[src/rtl/ppsm_pkg.sv]
`timescale 1ns / 1ps
// ----------------------------------------------------------------------------
// ppsm_pkg: shared types and constants of the pulse period speed meter
// Field widths, register indexes and reset values, and the command that the
// front end passes to the back end through the command queue.
// ----------------------------------------------------------------------------
package ppsm_pkg;

    // Field widths
    localparam int TIME_W     = 32;
    localparam int MINP_W     = 20;
    localparam int PPT_W      = 8;
    localparam int CALIB_W    = 24;
    localparam int CALIB_FRAC = 16;
    localparam int CFG_W      = 32;
    localparam int CFG_IDX_W  = 2;
    localparam int FREQ_W     = 28;
    localparam int RPM_W      = 34;
    localparam int SPEED_W    = 40;

    // Microseconds per second, numerator of the frequency division
    localparam longint unsigned US_PER_S = 64'd1000000;

    // Opcodes of an input item
    localparam logic OP_EDGE   = 1'b0;
    localparam logic OP_UPDATE = 1'b1;

    // Register indexes of the configuration port
    localparam logic [CFG_IDX_W-1:0] REG_MIN_PERIOD = 2'd0;
    localparam logic [CFG_IDX_W-1:0] REG_TIMEOUT    = 2'd1;
    localparam logic [CFG_IDX_W-1:0] REG_PPT        = 2'd2;
    localparam logic [CFG_IDX_W-1:0] REG_CALIB      = 2'd3;

    // Register reset values
    localparam logic [MINP_W-1:0]  MIN_PERIOD_RST = 20'd500;
    localparam logic [TIME_W-1:0]  TIMEOUT_RST    = 32'd2000000;
    localparam logic [PPT_W-1:0]   PPT_RST        = 8'd1;
    localparam logic [CALIB_W-1:0] CALIB_RST      = 24'd65536;

    // Command queue depth
    localparam int QDEPTH = 2;
    localparam int QPTR_W = 1;
    localparam int QCNT_W = 2;

    // What the back end has to do for one update request
    typedef enum logic [1:0] {
        CMD_STOP = 2'd0,
        CMD_HOLD = 2'd1,
        CMD_CALC = 2'd2
    } cmd_kind_t;

    typedef struct packed {
        cmd_kind_t           kind;
        logic [TIME_W-1:0]   period;
    } cmd_t;

    // Queue status seen by both ends
    typedef struct packed {
        logic full;
        logic valid;
    } q_status_t;

endpackage

[src/rtl/pulse_period_speed_meter.sv]
`timescale 1ns / 1ps
// ----------------------------------------------------------------------------
// pulse_period_speed_meter: pulse period frequency, rpm and speed meter
// Measures the rotor pulse period from timestamped edges with glitch
// rejection and reports frequency, rpm and calibrated speed on request.
// ----------------------------------------------------------------------------
// Usage:
// The input channel (in_valid, in_stall) carries events: opcode 0 is a rising
// edge, opcode 1 an update request, each with its microsecond timestamp.
// An edge transfer only updates the timing state and gives no result. Each
// update transfer gives exactly one result on the output channel (out_valid,
// out_stall) with freq_q8, rpm_q8, speed_q8 and the stopped flag.
// A stopped or held update passes through the command queue and the back end
// states B_IDLE and B_OUT to the output register; a computed update also
// passes B_DIV_F, B_DIV_R, B_MUL and B_SUM and uses the shared
// one-bit-per-cycle divider (DIV_W = max(20 + FRAC_BITS, 34) bits), which
// runs once for the frequency and once for the rpm.
// A two-entry command queue parts the front end from the back end: edges are
// handled while a computation is in progress, and in_stall rises only when
// the queue is full. A result waiting under out_stall holds its fields while
// the back end goes on with the next command.
// Reset clears the edge state, held results and queue, sets the period to
// INIT_PERIOD_US and loads register defaults. The user writes configuration
// (cfg_write, cfg_index, cfg_data) only while idle; the block does not check.
// ----------------------------------------------------------------------------
module pulse_period_speed_meter
    import ppsm_pkg::*;
#(
    parameter int                FRAC_BITS      = 8,
    parameter logic [TIME_W-1:0] INIT_PERIOD_US = 32'd120000
)(
    input  logic                 clk,
    input  logic                 rst_n,
    input  logic                 cfg_write,
    input  logic [CFG_IDX_W-1:0] cfg_index,
    input  logic [CFG_W-1:0]     cfg_data,
    input  logic                 in_valid,
    output logic                 in_stall,
    input  logic                 opcode,
    input  logic [TIME_W-1:0]    timestamp_us,
    output logic                 out_valid,
    input  logic                 out_stall,
    output logic [FREQ_W-1:0]    freq_q8,
    output logic [RPM_W-1:0]     rpm_q8,
    output logic [SPEED_W-1:0]   speed_q8,
    output logic                 stopped
);

    logic [MINP_W-1:0]  min_period_reg;
    logic [TIME_W-1:0]  timeout_reg;
    logic [PPT_W-1:0]   ppt_reg;
    logic [CALIB_W-1:0] calib_reg;

    q_status_t q_status;
    logic      q_push;
    logic      q_pop;
    cmd_t      q_push_data;
    cmd_t      q_pop_data;

    // Configuration registers.
    always_ff @(posedge clk or negedge rst_n)
    begin
        if (!rst_n)
        begin
            min_period_reg <= MIN_PERIOD_RST;
            timeout_reg    <= TIMEOUT_RST;
            ppt_reg        <= PPT_RST;
            calib_reg      <= CALIB_RST;
        end
        else if (cfg_write)
        begin
            case (cfg_index)
                REG_MIN_PERIOD: min_period_reg <= cfg_data[MINP_W-1:0];
                REG_TIMEOUT:    timeout_reg    <= cfg_data[TIME_W-1:0];
                REG_PPT:        ppt_reg        <= cfg_data[PPT_W-1:0];
                REG_CALIB:      calib_reg      <= cfg_data[CALIB_W-1:0];
                default:        ;
            endcase
        end
    end

    ppsm_front #(
        .INIT_PERIOD_US (INIT_PERIOD_US)
    ) u_front (
        .clk             (clk),
        .rst_n           (rst_n),
        .in_valid        (in_valid),
        .in_stall        (in_stall),
        .opcode          (opcode),
        .timestamp_us    (timestamp_us),
        .min_period_us   (min_period_reg),
        .stop_timeout_us (timeout_reg),
        .q_status        (q_status),
        .q_push          (q_push),
        .q_data          (q_push_data)
    );

    ppsm_queue u_queue (
        .clk       (clk),
        .rst_n     (rst_n),
        .push      (q_push),
        .push_data (q_push_data),
        .pop       (q_pop),
        .pop_data  (q_pop_data),
        .status    (q_status)
    );

    ppsm_back #(
        .FRAC_BITS (FRAC_BITS)
    ) u_back (
        .clk                (clk),
        .rst_n              (rst_n),
        .q_status           (q_status),
        .q_data             (q_pop_data),
        .q_pop              (q_pop),
        .pulses_per_turn    (ppt_reg),
        .calib_factor_q8_16 (calib_reg),
        .out_valid          (out_valid),
        .out_stall          (out_stall),
        .freq_q8            (freq_q8),
        .rpm_q8             (rpm_q8),
        .speed_q8           (speed_q8),
        .stopped            (stopped)
    );

`ifndef SYNTHESIS
    // The front end never writes into a full queue.
    assert property (@(posedge clk) disable iff (!rst_n) q_push |-> !q_status.full)
        else $error("command pushed into a full queue");

    // The back end only takes a command that is there.
    assert property (@(posedge clk) disable iff (!rst_n) q_pop |-> q_status.valid)
        else $error("command popped from an empty queue");

    // A stopped result carries all zero measurements.
    assert property (@(posedge clk) disable iff (!rst_n)
        (out_valid && stopped) |-> (freq_q8 == '0 && rpm_q8 == '0 && speed_q8 == '0))
        else $error("stopped result with nonzero fields");

    // Zero frequency implies zero rpm and zero speed.
    assert property (@(posedge clk) disable iff (!rst_n)
        (out_valid && freq_q8 == '0) |-> (rpm_q8 == '0 && speed_q8 == '0))
        else $error("nonzero rpm or speed at zero frequency");
`endif

endmodule

[src/rtl/ppsm_front.sv]
`timescale 1ns / 1ps
// ----------------------------------------------------------------------------
// ppsm_front: event front end
// Accepts edge and update events, keeps the edge timing state with glitch
// rejection, and turns each update request into a command for the back end.
// ----------------------------------------------------------------------------
module ppsm_front
    import ppsm_pkg::*;
#(
    parameter logic [TIME_W-1:0] INIT_PERIOD_US = 32'd120000
)(
    input  logic                clk,
    input  logic                rst_n,
    input  logic                in_valid,
    output logic                in_stall,
    input  logic                opcode,
    input  logic [TIME_W-1:0]   timestamp_us,
    input  logic [MINP_W-1:0]   min_period_us,
    input  logic [TIME_W-1:0]   stop_timeout_us,
    input  q_status_t           q_status,
    output logic                q_push,
    output cmd_t                q_data
);

    logic [TIME_W-1:0] last_edge_reg, last_edge_next;
    logic              edge_seen_reg, edge_seen_next;
    logic [TIME_W-1:0] period_reg, period_next;

    logic              accept;
    logic [TIME_W-1:0] delta;
    logic [TIME_W+1:0] delta_x3;
    logic              too_short;
    logic              below_third;
    logic              timed_out;

    // Events wait while the command queue is full.
    assign in_stall = q_status.full;
    assign accept   = in_valid && !q_status.full;

    // Interval since the last accepted edge, modulo 2^32.
    assign delta = timestamp_us - last_edge_reg;

    // delta < floor(period / 3) holds exactly when 3 * delta + 3 <= period.
    assign delta_x3    = {1'b0, delta, 1'b0} + {2'b00, delta} + (TIME_W + 2)'(3);
    assign too_short   = delta < {{(TIME_W - MINP_W){1'b0}}, min_period_us};
    assign below_third = delta_x3 <= {2'b00, period_reg};
    assign timed_out   = delta > stop_timeout_us;

    // Edge timing state update.
    always_comb
    begin
        last_edge_next = last_edge_reg;
        edge_seen_next = edge_seen_reg;
        period_next    = period_reg;
        if (accept && opcode == OP_EDGE)
        begin
            if (!edge_seen_reg)
            begin
                last_edge_next = timestamp_us;
                edge_seen_next = 1'b1;
            end
            else if (!too_short && !below_third)
            begin
                last_edge_next = timestamp_us;
                period_next    = delta;
            end
        end
    end

    // Classification of an update request.
    always_comb
    begin
        q_push        = accept && opcode == OP_UPDATE;
        q_data.period = period_reg;
        if (!edge_seen_reg || timed_out)
        begin
            q_data.kind = CMD_STOP;
        end
        else if (period_reg == '0)
        begin
            q_data.kind = CMD_HOLD;
        end
        else
        begin
            q_data.kind = CMD_CALC;
        end
    end

    always_ff @(posedge clk or negedge rst_n)
    begin
        if (!rst_n)
        begin
            last_edge_reg <= '0;
            edge_seen_reg <= 1'b0;
            period_reg    <= INIT_PERIOD_US;
        end
        else
        begin
            last_edge_reg <= last_edge_next;
            edge_seen_reg <= edge_seen_next;
            period_reg    <= period_next;
        end
    end

endmodule

[src/rtl/ppsm_queue.sv]
`timescale 1ns / 1ps
// ----------------------------------------------------------------------------
// ppsm_queue: command queue
// Short first-in first-out buffer of commands between front and back end.
// ----------------------------------------------------------------------------
module ppsm_queue
    import ppsm_pkg::*;
(
    input  logic        clk,
    input  logic        rst_n,
    input  logic        push,
    input  cmd_t        push_data,
    input  logic        pop,
    output cmd_t        pop_data,
    output q_status_t   status
);

    cmd_t              entry_reg [QDEPTH];
    logic [QPTR_W-1:0] wr_ptr_reg, wr_ptr_next;
    logic [QPTR_W-1:0] rd_ptr_reg, rd_ptr_next;
    logic [QCNT_W-1:0] count_reg, count_next;

    assign status.full  = count_reg == QCNT_W'(QDEPTH);
    assign status.valid = count_reg != '0;
    assign pop_data     = entry_reg[rd_ptr_reg];

    // Pointer and fill count update.
    always_comb
    begin
        wr_ptr_next = wr_ptr_reg;
        rd_ptr_next = rd_ptr_reg;
        count_next  = count_reg;
        if (push)
        begin
            wr_ptr_next = (wr_ptr_reg == QPTR_W'(QDEPTH - 1)) ? '0 : wr_ptr_reg + 1'b1;
        end
        if (pop)
        begin
            rd_ptr_next = (rd_ptr_reg == QPTR_W'(QDEPTH - 1)) ? '0 : rd_ptr_reg + 1'b1;
        end
        if (push && !pop)
        begin
            count_next = count_reg + 1'b1;
        end
        else if (pop && !push)
        begin
            count_next = count_reg - 1'b1;
        end
    end

    always_ff @(posedge clk or negedge rst_n)
    begin
        if (!rst_n)
        begin
            wr_ptr_reg <= '0;
            rd_ptr_reg <= '0;
            count_reg  <= '0;
        end
        else
        begin
            wr_ptr_reg <= wr_ptr_next;
            rd_ptr_reg <= rd_ptr_next;
            count_reg  <= count_next;
        end
    end

    // Entry storage, no reset needed.
    always_ff @(posedge clk)
    begin
        if (push)
        begin
            entry_reg[wr_ptr_reg] <= push_data;
        end
    end

endmodule

[src/rtl/ppsm_divider.sv]
`timescale 1ns / 1ps
// ----------------------------------------------------------------------------
// ppsm_divider: iterative unsigned divider
// Restoring division, one quotient bit per cycle; done pulses for one cycle
// when the quotient is ready. The divisor must be nonzero.
// ----------------------------------------------------------------------------
module ppsm_divider
    import ppsm_pkg::*;
#(
    parameter int W = 34
)(
    input  logic              clk,
    input  logic              rst_n,
    input  logic              start,
    input  logic [W-1:0]      dividend,
    input  logic [TIME_W-1:0] divisor,
    output logic              done,
    output logic [W-1:0]      quotient
);

    localparam int CNT_W = $clog2(W + 1);

    logic [W-1:0]      quot_reg, quot_next;
    logic [TIME_W-1:0] rem_reg, rem_next;
    logic [TIME_W-1:0] div_reg, div_next;
    logic [CNT_W-1:0]  cnt_reg, cnt_next;
    logic              busy_reg, busy_next;
    logic              done_reg, done_next;

    logic [TIME_W:0]   rem_shift;
    logic [TIME_W:0]   rem_diff;
    logic              fits;

    assign done     = done_reg;
    assign quotient = quot_reg;

    // One restoring step.
    assign rem_shift = {rem_reg, quot_reg[W-1]};
    assign rem_diff  = rem_shift - {1'b0, div_reg};
    assign fits      = rem_shift >= {1'b0, div_reg};

    always_comb
    begin
        quot_next = quot_reg;
        rem_next  = rem_reg;
        div_next  = div_reg;
        cnt_next  = cnt_reg;
        busy_next = busy_reg;
        done_next = 1'b0;
        if (start)
        begin
            quot_next = dividend;
            rem_next  = '0;
            div_next  = divisor;
            cnt_next  = CNT_W'(W);
            busy_next = 1'b1;
        end
        else if (busy_reg)
        begin
            quot_next = {quot_reg[W-2:0], fits};
            rem_next  = fits ? rem_diff[TIME_W-1:0] : rem_shift[TIME_W-1:0];
            cnt_next  = cnt_reg - 1'b1;
            if (cnt_reg == CNT_W'(1))
            begin
                busy_next = 1'b0;
                done_next = 1'b1;
            end
        end
    end

    always_ff @(posedge clk or negedge rst_n)
    begin
        if (!rst_n)
        begin
            cnt_reg  <= '0;
            busy_reg <= 1'b0;
            done_reg <= 1'b0;
        end
        else
        begin
            cnt_reg  <= cnt_next;
            busy_reg <= busy_next;
            done_reg <= done_next;
        end
    end

    // Datapath registers, no reset needed.
    always_ff @(posedge clk)
    begin
        quot_reg <= quot_next;
        rem_reg  <= rem_next;
        div_reg  <= div_next;
    end

endmodule

[src/rtl/ppsm_back.sv]
`timescale 1ns / 1ps
// ----------------------------------------------------------------------------
// ppsm_back: result back end
// Takes commands from the queue, computes frequency, rpm and speed with a
// shared divider and a split multiplier, and holds the result register.
// ----------------------------------------------------------------------------
module ppsm_back
    import ppsm_pkg::*;
#(
    parameter int FRAC_BITS = 8
)(
    input  logic                clk,
    input  logic                rst_n,
    input  q_status_t           q_status,
    input  cmd_t                q_data,
    output logic                q_pop,
    input  logic [PPT_W-1:0]    pulses_per_turn,
    input  logic [CALIB_W-1:0]  calib_factor_q8_16,
    output logic                out_valid,
    input  logic                out_stall,
    output logic [FREQ_W-1:0]   freq_q8,
    output logic [RPM_W-1:0]    rpm_q8,
    output logic [SPEED_W-1:0]  speed_q8,
    output logic                stopped
);

    localparam int NUM_W  = $clog2(US_PER_S) + FRAC_BITS;
    localparam int DIV_W  = (NUM_W > RPM_W) ? NUM_W : RPM_W;
    localparam int HALF_W = RPM_W / 2;
    localparam int HIGH_W = RPM_W - HALF_W;
    localparam int PROD_W = HIGH_W + CALIB_W;
    localparam int SUM_W  = RPM_W + CALIB_W;
    localparam int SHR_W  = SUM_W - CALIB_FRAC;
    localparam logic [DIV_W-1:0] FREQ_NUM = DIV_W'(US_PER_S << FRAC_BITS);

    typedef enum logic [5:0] {
        B_IDLE  = 6'b000001,
        B_DIV_F = 6'b000010,
        B_DIV_R = 6'b000100,
        B_MUL   = 6'b001000,
        B_SUM   = 6'b010000,
        B_OUT   = 6'b100000
    } back_state_t;

    back_state_t          state_reg, state_next;
    logic [FREQ_W-1:0]    held_freq_reg, held_freq_next;
    logic [RPM_W-1:0]     held_rpm_reg, held_rpm_next;
    logic [SPEED_W-1:0]   held_speed_reg, held_speed_next;
    logic                 stop_reg, stop_next;
    logic [PROD_W-1:0]    prod_lo_reg, prod_lo_next;
    logic [PROD_W-1:0]    prod_hi_reg, prod_hi_next;
    logic                 out_valid_reg, out_valid_next;
    logic [FREQ_W-1:0]    out_freq_reg;
    logic [RPM_W-1:0]     out_rpm_reg;
    logic [SPEED_W-1:0]   out_speed_reg;
    logic                 out_stop_reg;

    logic                 div_start;
    logic [DIV_W-1:0]     div_dividend;
    logic [TIME_W-1:0]    div_divisor;
    logic                 div_done;
    logic [DIV_W-1:0]     div_quot;

    logic [FREQ_W-1:0]    freq_sat;
    logic [RPM_W-1:0]     freq_x60;
    logic [RPM_W-1:0]     rpm_sat;
    logic [PPT_W-1:0]     ppt_eff;
    logic [SUM_W-1:0]     prod_sum;
    logic [SHR_W-1:0]     speed_full;
    logic [SPEED_W-1:0]   speed_sat;
    logic                 out_load;

    ppsm_divider #(
        .W (DIV_W)
    ) u_divider (
        .clk      (clk),
        .rst_n    (rst_n),
        .start    (div_start),
        .dividend (div_dividend),
        .divisor  (div_divisor),
        .done     (div_done),
        .quotient (div_quot)
    );

    // Saturation and scaling of the divider results.
    assign ppt_eff    = (pulses_per_turn == '0) ? PPT_W'(1) : pulses_per_turn;
    assign freq_sat   = (|div_quot[DIV_W-1:FREQ_W]) ? '1 : div_quot[FREQ_W-1:0];
    assign freq_x60   = {freq_sat, 6'b000000} - {4'b0000, freq_sat, 2'b00};
    assign rpm_sat    = (DIV_W > RPM_W && (div_quot >> RPM_W) != '0) ? '1
                                                                    : div_quot[RPM_W-1:0];
    assign prod_sum   = {prod_hi_reg, {HALF_W{1'b0}}} + SUM_W'(prod_lo_reg);
    assign speed_full = prod_sum[SUM_W-1:CALIB_FRAC];
    assign speed_sat  = (|speed_full[SHR_W-1:SPEED_W]) ? '1 : speed_full[SPEED_W-1:0];

    assign out_load = state_reg == B_OUT && (!out_valid_reg || !out_stall);

    // Sequencer of one command.
    always_comb
    begin
        state_next      = state_reg;
        held_freq_next  = held_freq_reg;
        held_rpm_next   = held_rpm_reg;
        held_speed_next = held_speed_reg;
        stop_next       = stop_reg;
        prod_lo_next    = prod_lo_reg;
        prod_hi_next    = prod_hi_reg;
        q_pop           = 1'b0;
        div_start       = 1'b0;
        div_dividend    = FREQ_NUM;
        div_divisor     = q_data.period;
        case (state_reg)
            B_IDLE:
            begin
                if (q_status.valid)
                begin
                    q_pop     = 1'b1;
                    stop_next = 1'b0;
                    case (q_data.kind)
                        CMD_STOP:
                        begin
                            held_freq_next  = '0;
                            held_rpm_next   = '0;
                            held_speed_next = '0;
                            stop_next       = 1'b1;
                            state_next      = B_OUT;
                        end
                        CMD_CALC:
                        begin
                            div_start  = 1'b1;
                            state_next = B_DIV_F;
                        end
                        default:
                        begin
                            state_next = B_OUT;
                        end
                    endcase
                end
            end
            B_DIV_F:
            begin
                if (div_done)
                begin
                    held_freq_next = freq_sat;
                    div_start      = 1'b1;
                    div_dividend   = DIV_W'(freq_x60);
                    div_divisor    = {{(TIME_W - PPT_W){1'b0}}, ppt_eff};
                    state_next     = B_DIV_R;
                end
            end
            B_DIV_R:
            begin
                if (div_done)
                begin
                    held_rpm_next = rpm_sat;
                    prod_lo_next  = PROD_W'(rpm_sat[HALF_W-1:0]) * PROD_W'(calib_factor_q8_16);
                    state_next    = B_MUL;
                end
            end
            B_MUL:
            begin
                prod_hi_next = PROD_W'(held_rpm_reg[RPM_W-1:HALF_W])
                             * PROD_W'(calib_factor_q8_16);
                state_next   = B_SUM;
            end
            B_SUM:
            begin
                held_speed_next = speed_sat;
                state_next      = B_OUT;
            end
            B_OUT:
            begin
                if (out_load)
                begin
                    state_next = B_IDLE;
                end
            end
            default:
            begin
                state_next = B_IDLE;
            end
        endcase
    end

    // Output register valid.
    always_comb
    begin
        out_valid_next = out_valid_reg;
        if (out_load)
        begin
            out_valid_next = 1'b1;
        end
        else if (!out_stall)
        begin
            out_valid_next = 1'b0;
        end
    end

    always_ff @(posedge clk or negedge rst_n)
    begin
        if (!rst_n)
        begin
            state_reg      <= B_IDLE;
            held_freq_reg  <= '0;
            held_rpm_reg   <= '0;
            held_speed_reg <= '0;
            stop_reg       <= 1'b0;
            out_valid_reg  <= 1'b0;
        end
        else
        begin
            state_reg      <= state_next;
            held_freq_reg  <= held_freq_next;
            held_rpm_reg   <= held_rpm_next;
            held_speed_reg <= held_speed_next;
            stop_reg       <= stop_next;
            out_valid_reg  <= out_valid_next;
        end
    end

    // Partial products and result payload, no reset needed.
    always_ff @(posedge clk)
    begin
        prod_lo_reg <= prod_lo_next;
        prod_hi_reg <= prod_hi_next;
        if (out_load)
        begin
            out_freq_reg  <= held_freq_reg;
            out_rpm_reg   <= held_rpm_reg;
            out_speed_reg <= held_speed_reg;
            out_stop_reg  <= stop_reg;
        end
    end

    assign out_valid = out_valid_reg;
    assign freq_q8   = out_freq_reg;
    assign rpm_q8    = out_rpm_reg;
    assign speed_q8  = out_speed_reg;
    assign stopped   = out_stop_reg;

endmodule
[config.mk]
export PLATFORM = sky130hd
export DESIGN_NAME = pulse_period_speed_meter
export DESIGN_NICKNAME = d
export VERILOG_FILES = /design/src/rtl/ppsm_pkg.sv /design/src/rtl/pulse_period_speed_meter.sv /design/src/rtl/ppsm_front.sv /design/src/rtl/ppsm_queue.sv /design/src/rtl/ppsm_divider.sv /design/src/rtl/ppsm_back.sv
export SDC_FILE = /design/constraint.sdc
export NUM_CORES = 2
export LEC_CHECK = 0
export BUFFER_PORTS_ARGS = -buffer_cell sky130_fd_sc_hd__clkbuf_2
export CAP_MARGIN = 20
export CORE_MARGIN = 1
export CORE_UTILIZATION = 65
export DETAILED_ROUTE_END_ITERATION = 6
export GPL_ROUTABILITY_DRIVEN = 0
export PLACE_DENSITY = 0.82
export SETUP_SLACK_MARGIN = 0.1
export SLEW_MARGIN = 20
export SYNTH_ARGS = -nofsm -noshare
export SYNTH_HDL_FRONTEND = slang
export SYNTH_SLANG_ARGS = --single-unit
[constraint.sdc]
create_clock -name clk -period 13.5 [get_ports clk]
set_clock_uncertainty 0.05 [all_clocks]
set_input_delay 1.35 -clock clk [delete_from_list [all_inputs] [get_ports clk]]
set_output_delay 1.35 -clock clk [all_outputs]
set_load 0.005 [all_outputs]
## Word level (Yosys, flattened, before mapping)

Memories as Yosys holds them, arrays and structs flattened.
Index checks and enable logic that the tools add are counted.

| storage, ports and cells | value |
|---|---|
| register bits after elaboration | 554 |
| bits in writable memories | 68 |
| input port bits | 72 |
| output and inout bits | 105 |
| logic and storage cells | 161 |
| memories | 1 |

| cells by class | value |
|---|---|
| add/sub/neg operators | 11 |
| multiply operators | 2 |
| $lt $le $gt $ge | 4 |
| equality and inequality tests | 19 |
| mux-type cells | 54 |
| bitwise gates (word level) | 1 |
| reductions and logical operators | 41 |

Memories:

| name | words | width | rd ports | clocked after memory_dff | write ports | line | source |
|---|---|---|---|---|---|---|---|
| u_queue.entry_reg | 2 | 34 | 1 | 0 | 1 | ppsm_queue.sv:18 | `cmd_t entry_reg [QDEPTH];` |

Operator list:

| cell | number |
|---|---|
| two-way mux 34 bit | 7 |
| two-way mux 32 bit | 5 |
| two-way mux 40 bit | 3 |
| two-way mux 28 bit | 4 |
| multiplier 17 x 24 -> 41 bit | 2 |
| one-hot mux 40 bit (2 select lines) | 1 |
| one-hot mux 34 bit (2 select lines) | 1 |
| subtractor 32 bit | 2 |
| adder 58 x 41 -> 58 bit | 1 |
| one-hot mux 28 bit (2 select lines) | 1 |
| two-way mux 6 bit | 7 |
| one-hot mux 6 bit (6 select lines) | 1 |
| adder 33 x 32 -> 34 bit | 1 |
| adder 34 x 2 -> 34 bit (second input constant) | 1 |
| <= comparator 34 x 32 -> 1 bit | 1 |
| subtractor 34 x 30 -> 34 bit | 1 |
| >= comparator 33 x 32 -> 1 bit | 1 |
| greater-than comparator 32 bit | 1 |
| logical NOT 32 bit | 1 |
| < comparator 32 x 20 -> 1 bit | 1 |
| two-way mux 1 bit | 18 |
| AND reduction 2 bit | 7 |
| equality test 6 x 1 -> 1 bit (second input constant) | 2 |
| AND reduction 4 bit | 3 |
| 26 further kinds | 59 |

## Logic depth before layout (Yosys ltp)

| depth | value |
|---|---|
| depth after elaboration | 8 |
| depth in mapped cells | 35 |
| depth with buffers taken out | 33 |

## By module

Synthesis repeated with hierarchy kept, for this count alone.

| second synthesis, totals | value |
|---|---|
| cells, all modules | 6028 |
| area, all modules | 59594.7 um^2 |

Modules (own cells, without submodules):

| module | instances | cells an instance | area each (um^2) |
|---|---|---|---|
| ppsm_back | 1 | 4179 | 38693.4 |
| ppsm_front | 1 | 983 | 8695.8 |
| ppsm_divider | 1 | 565 | 6010.8 |
| pulse_period_speed_meter | 1 | 179 | 3400.8 |
| ppsm_queue | 1 | 122 | 2793.9 |

## Worst setup path before layout

No wires, ideal clock.

| timing path | value |
|---|---|
| path kind | input to register |
| from | input port timestamp_us[1] |
| to | register u_front.period_reg[30] |
| arrival time | 7.914 ns |
| data required time | 13.322 ns |
| setup slack | 5.408 ns |
| cell stages on the path | 31 |
| path buffers | 1 |
| path through | ha_1 > nor2b_1 > o31a_1 > o311ai_2 > o21ai_2 > a41oi_1 > o21ai_0 > a21o_1 > a211oi_1 > nor2_1 > ha_1 > ha_1 > or2_2 > a21oi_1 > o21ai_0 > a21o_1 > a2111oi_0 > nor2_1 > a21o_1 > a21oi_1 > xnor2_1 > ha_1 > nand4_1 > nor4_1 > and3_1 > a21oi_1 > a221o_1 > nor2_1 > nand4b_2 > buf_4 > mux2_1 |

| between the ends | value |
|---|---|
| longest elaborated chain between the ends | 7 |
| elaborated cells between the ends (all ways) | 9 |
| those cells by class | add/sub: 3; order compare: 2; reduce/logical: 4 |

Ends and longest elaborated chain:

| what | line | source |
|---|---|---|
| start: declaration | pulse_period_speed_meter.sv:40 | `input logic [TIME_W-1:0] timestamp_us,` |
| subtractor 32 bit * | ppsm_front.sv:41 | `assign delta = timestamp_us - last_edge_reg;` |
| net u_front.delta[19] | ppsm_front.sv:30 | `logic [TIME_W-1:0] delta;` |
| adder 33 x 32 -> 34 bit | ppsm_front.sv:44 | `assign delta_x3 = {1'b0, delta, 1'b0} + {2'b00, delta} + (TIME_W + 2)'(3);` |
| adder 34 x 2 -> 34 bit | ppsm_front.sv:44 |  |
| <= comparator 34 x 32 -> 1 bit | ppsm_front.sv:46 | `assign below_third = delta_x3 <= {2'b00, period_reg};` |
| logical NOT 1 bit | ppsm_front.sv:62 | `else if (!too_short && !below_third)` |
| logical AND 1 bit * | ppsm_front.sv:62 |  |
| AND reduction 3 bit (no source line) * | -- |  |
| end signal: assignment | ppsm_front.sv:101 | `period_reg <= period_next;` |
| end: declaration | ppsm_front.sv:27 | `logic [TIME_W-1:0] period_reg, period_next;` |

Mark *: on every way through the listed nets, which the timed path passes. The rest lies on a longest branch.
A chain may end at the register's enable or synchronous reset.

## Final worst setup path

| timing path | value |
|---|---|
| from | input port timestamp_us[6] |
| to | register u_front.period_reg[2] |

Same word-level chain as after synthesis.

==> key figures <==
Synthesis
  – Synth area leader: fa_1
  – Yosys top cell area share: 22.5%
  – Post-synthesis sequential area ratio: 28.3%
  – Most used DFF post-synth: edfxtp_1
  – #FFs+latches synth: 606
  – Ranking of synthesized cells by area: fa_1, edfxtp_1, dfrtp_1
  – Cell count after synthesis: 6086
  – Cell area after synthesis: 58600 um2
  – Asr flop ratio synth: 44.7%
  – Mean Syn Cell Area: 9.62 um2
  – Post-synth EDFFs: 303
  – Distinct cells, synth: 86
  – Syn_nets: 7311
  – Ys Warns: 0

Timing
  – Least-Margin Pin Slew: 1.17 ns
  – Final Hold Viols: 0
  – Final period util: 71.5%
  – Max_slew headroom: 22.2%
  – Final hold slack: 0.394 ns
  – Fmax: 104 MHz
  – Slew Limit Fails: 0
  – Setup TNS Final: 0 ns
  – Final setup viols: 0
  – RSZ-0062 raised after global routing: no
  – Final min period: 9.65 ns

Detailed routing
  – Top layer in use: met5
  – Vias: 44500
  – Post-route ant nets: 0
  – Routed met3 length: 12.7 mm
  – # DRC: 0
  – WL final: 143 mm
  – Detailed-route wire length on metal 1: 56.6 mm
  – First DRT Iteration DRCs: 3415
  – WL met2: 67.6 mm
  – Routed WL per cell: 19.5 um
  – Drt first pass iters: 6
  – DR vias/cell: 6.06

Placement
  – Placed Area: 60500 um2
  – Dpl hpwl: 107 mm
  – IO Port Bufs: 176

Clocking
  – CTS tree: done
  – # clock sinks: 606
  – Root buffer cell: clkbuf_16
  – Total CTS buffers: 67
  – H-tree Lvls: 3
  – # resized after CTS: 0
  – Clock Tree Buf Depth: 3
  – Post-CTS Hold Fix Bufs: 0
  – Post-CTS Setup Bufs: 0
  – Skew-Pair Late Insertion Delay: 0.66 ns
  – Clock transition at path regs: 0.06 ns

GRT
  – Largest net degree at the start of global routing: 105
  – Vias in the first global route: 45600
  – First-pass GRT wire length: 234 mm
  – Total GRT Usage: 32.3%
  – Initial antenna violation count: 13
  – GRT Residual Overflow: 0

Critical path
  – Crit Path Category: primary input to register
  – Crit-path max cell delay: 0.62 ns
  – Required time of the critical path: 13.98 ns
  – Crit start category: primary input
  – Peak fanout along the critical path: 65
  – Most frequent CP cell: ha_1
  – CP Capture Type: register
  – WP data arrival: 10.13 ns
  – Max stage delay cell, worst path: a2111oi_0

Floorplan
  – Die W: 302 um
  – Rows: 109
  – Core area: 88800 um2
  – Die Y: 302 um
  – IO Pins: 177
  – Initial core utilization: 65.9%
  – Die area: 91300 um2

Layout
  – Max reg flops: 68
  – Nets@finish: 7340
  – Most common cell after layout, fill and taps aside: inv_1
  – Commonest cells after routing, fill and taps aside: inv_1, nand2_1, fa_1, ha_1, edfxtp_1
  – Fillers: 6371
  – Layout overhead on the synthesized area: 7.09%
  – Post-route cell area: 62700 um2
  – Layout cells sized above 1: 8.53%

Min path
  – Hold crit path type: register to register

Job
  – Maxcap violations: 0

Status
  – Status: finished clean
[critical path, delay by kind of cell]
kind / cells / cell delay, ns
xor+xnor: 1 / 0.11
mux: 1 / 0.40
fa+ha+maj: 4 / 1.35
buf+inv: 4 / 1.18
simple gates: 8 / 1.89
compound gates: 15 / 3.81
[synth_stat cells, types with 34 or more instances]
cell,instances
o21bai_1,37
nand2b_1,34
edfxtp_1,303
o211ai_1,51
and2_1,281
o31ai_1,43
nor2b_1,34
nand3b_1,42
ha_1,494
fa_1,659
mux2_2,88
a21o_1,110
a21oi_1,254
nand2_1,819
o21ai_0,215
nor3_1,55
xnor2_1,123
a31oi_1,82
mux2i_1,73
nand3_1,154
clkbuf_1,273
dfrtp_1,248
xor2_1,82
nand4_1,40
inv_1,942
nor2_1,200
[worst paths after layout]
kind	from	end	slack, ns	cells after the start
worst min register to register	u_back.held_freq_reg[17]	u_back.freq_q8[17]	0.39	0
worst max register to register	u_front.last_edge_reg[1]	u_front.period_reg[2]	4.22	33
max in group asynchronous	rst_n	u_back.held_rpm_reg[31]	10.74	3
worst min-delay path	u_back.held_freq_reg[17]	u_back.freq_q8[17]	0.39	0
worst max-delay path	timestamp_us[6]	u_front.period_reg[2]	3.85	33
min in group asynchronous	rst_n	calib_reg[22]	0.73	1
[area by class of cell]
type                    count  area [um2]  area share [%]
multi-input cells        4238       37400            59.6
clock inverters            34         377           0.601
repair buffers            259        1510            2.41
clock buffers              89        1850            2.95
well taps                1165        1460            2.32
inverters                 943        3540            5.65
flip-flops and latches    606       16600            26.4
diodes                      7        17.5          0.0279
[logic make-up after synthesis]
family                     share of synthesized area [%]
and+or+nand+nor                                     14.1
buffers and inverters                               8.02
adders and majority gates                           33.1
AOI/OAI and AO/OA                                   10.4
DFF                                                 28.3
xor gates and xnor gates                            3.10
muxes                                               2.96
[stage by stage]
| stage | util [%] | setup WS (ns) | instances |
|---|---|---|---|
| 3_3_place_gp | 68.1 | 3.57 | 7211 |
| 6_report | 70.6 | 3.85 | 7341 |
| 3_5_place_dp | 68.1 | 3.35 | 7211 |
| 4_1_cts | 70.6 | 3.99 | 7334 |
| 5_1_grt | 70.6 | 3.36 | 7336 |
| 2_1_floorplan | - | 5.41 | 6086 |
[metal layers]
metal / track usage, % / vias to the layer above
met5: 0 / -
met4: 14.7 / 10
met3: 6.33 / 411
met2: 52.1 / 2035
met1: 42.3 / 22000
li1: - / 20000
Power is left out: the tool's default activity adds up to more than one toggle a clock period on the data nets, which glitch-free logic cannot reach.
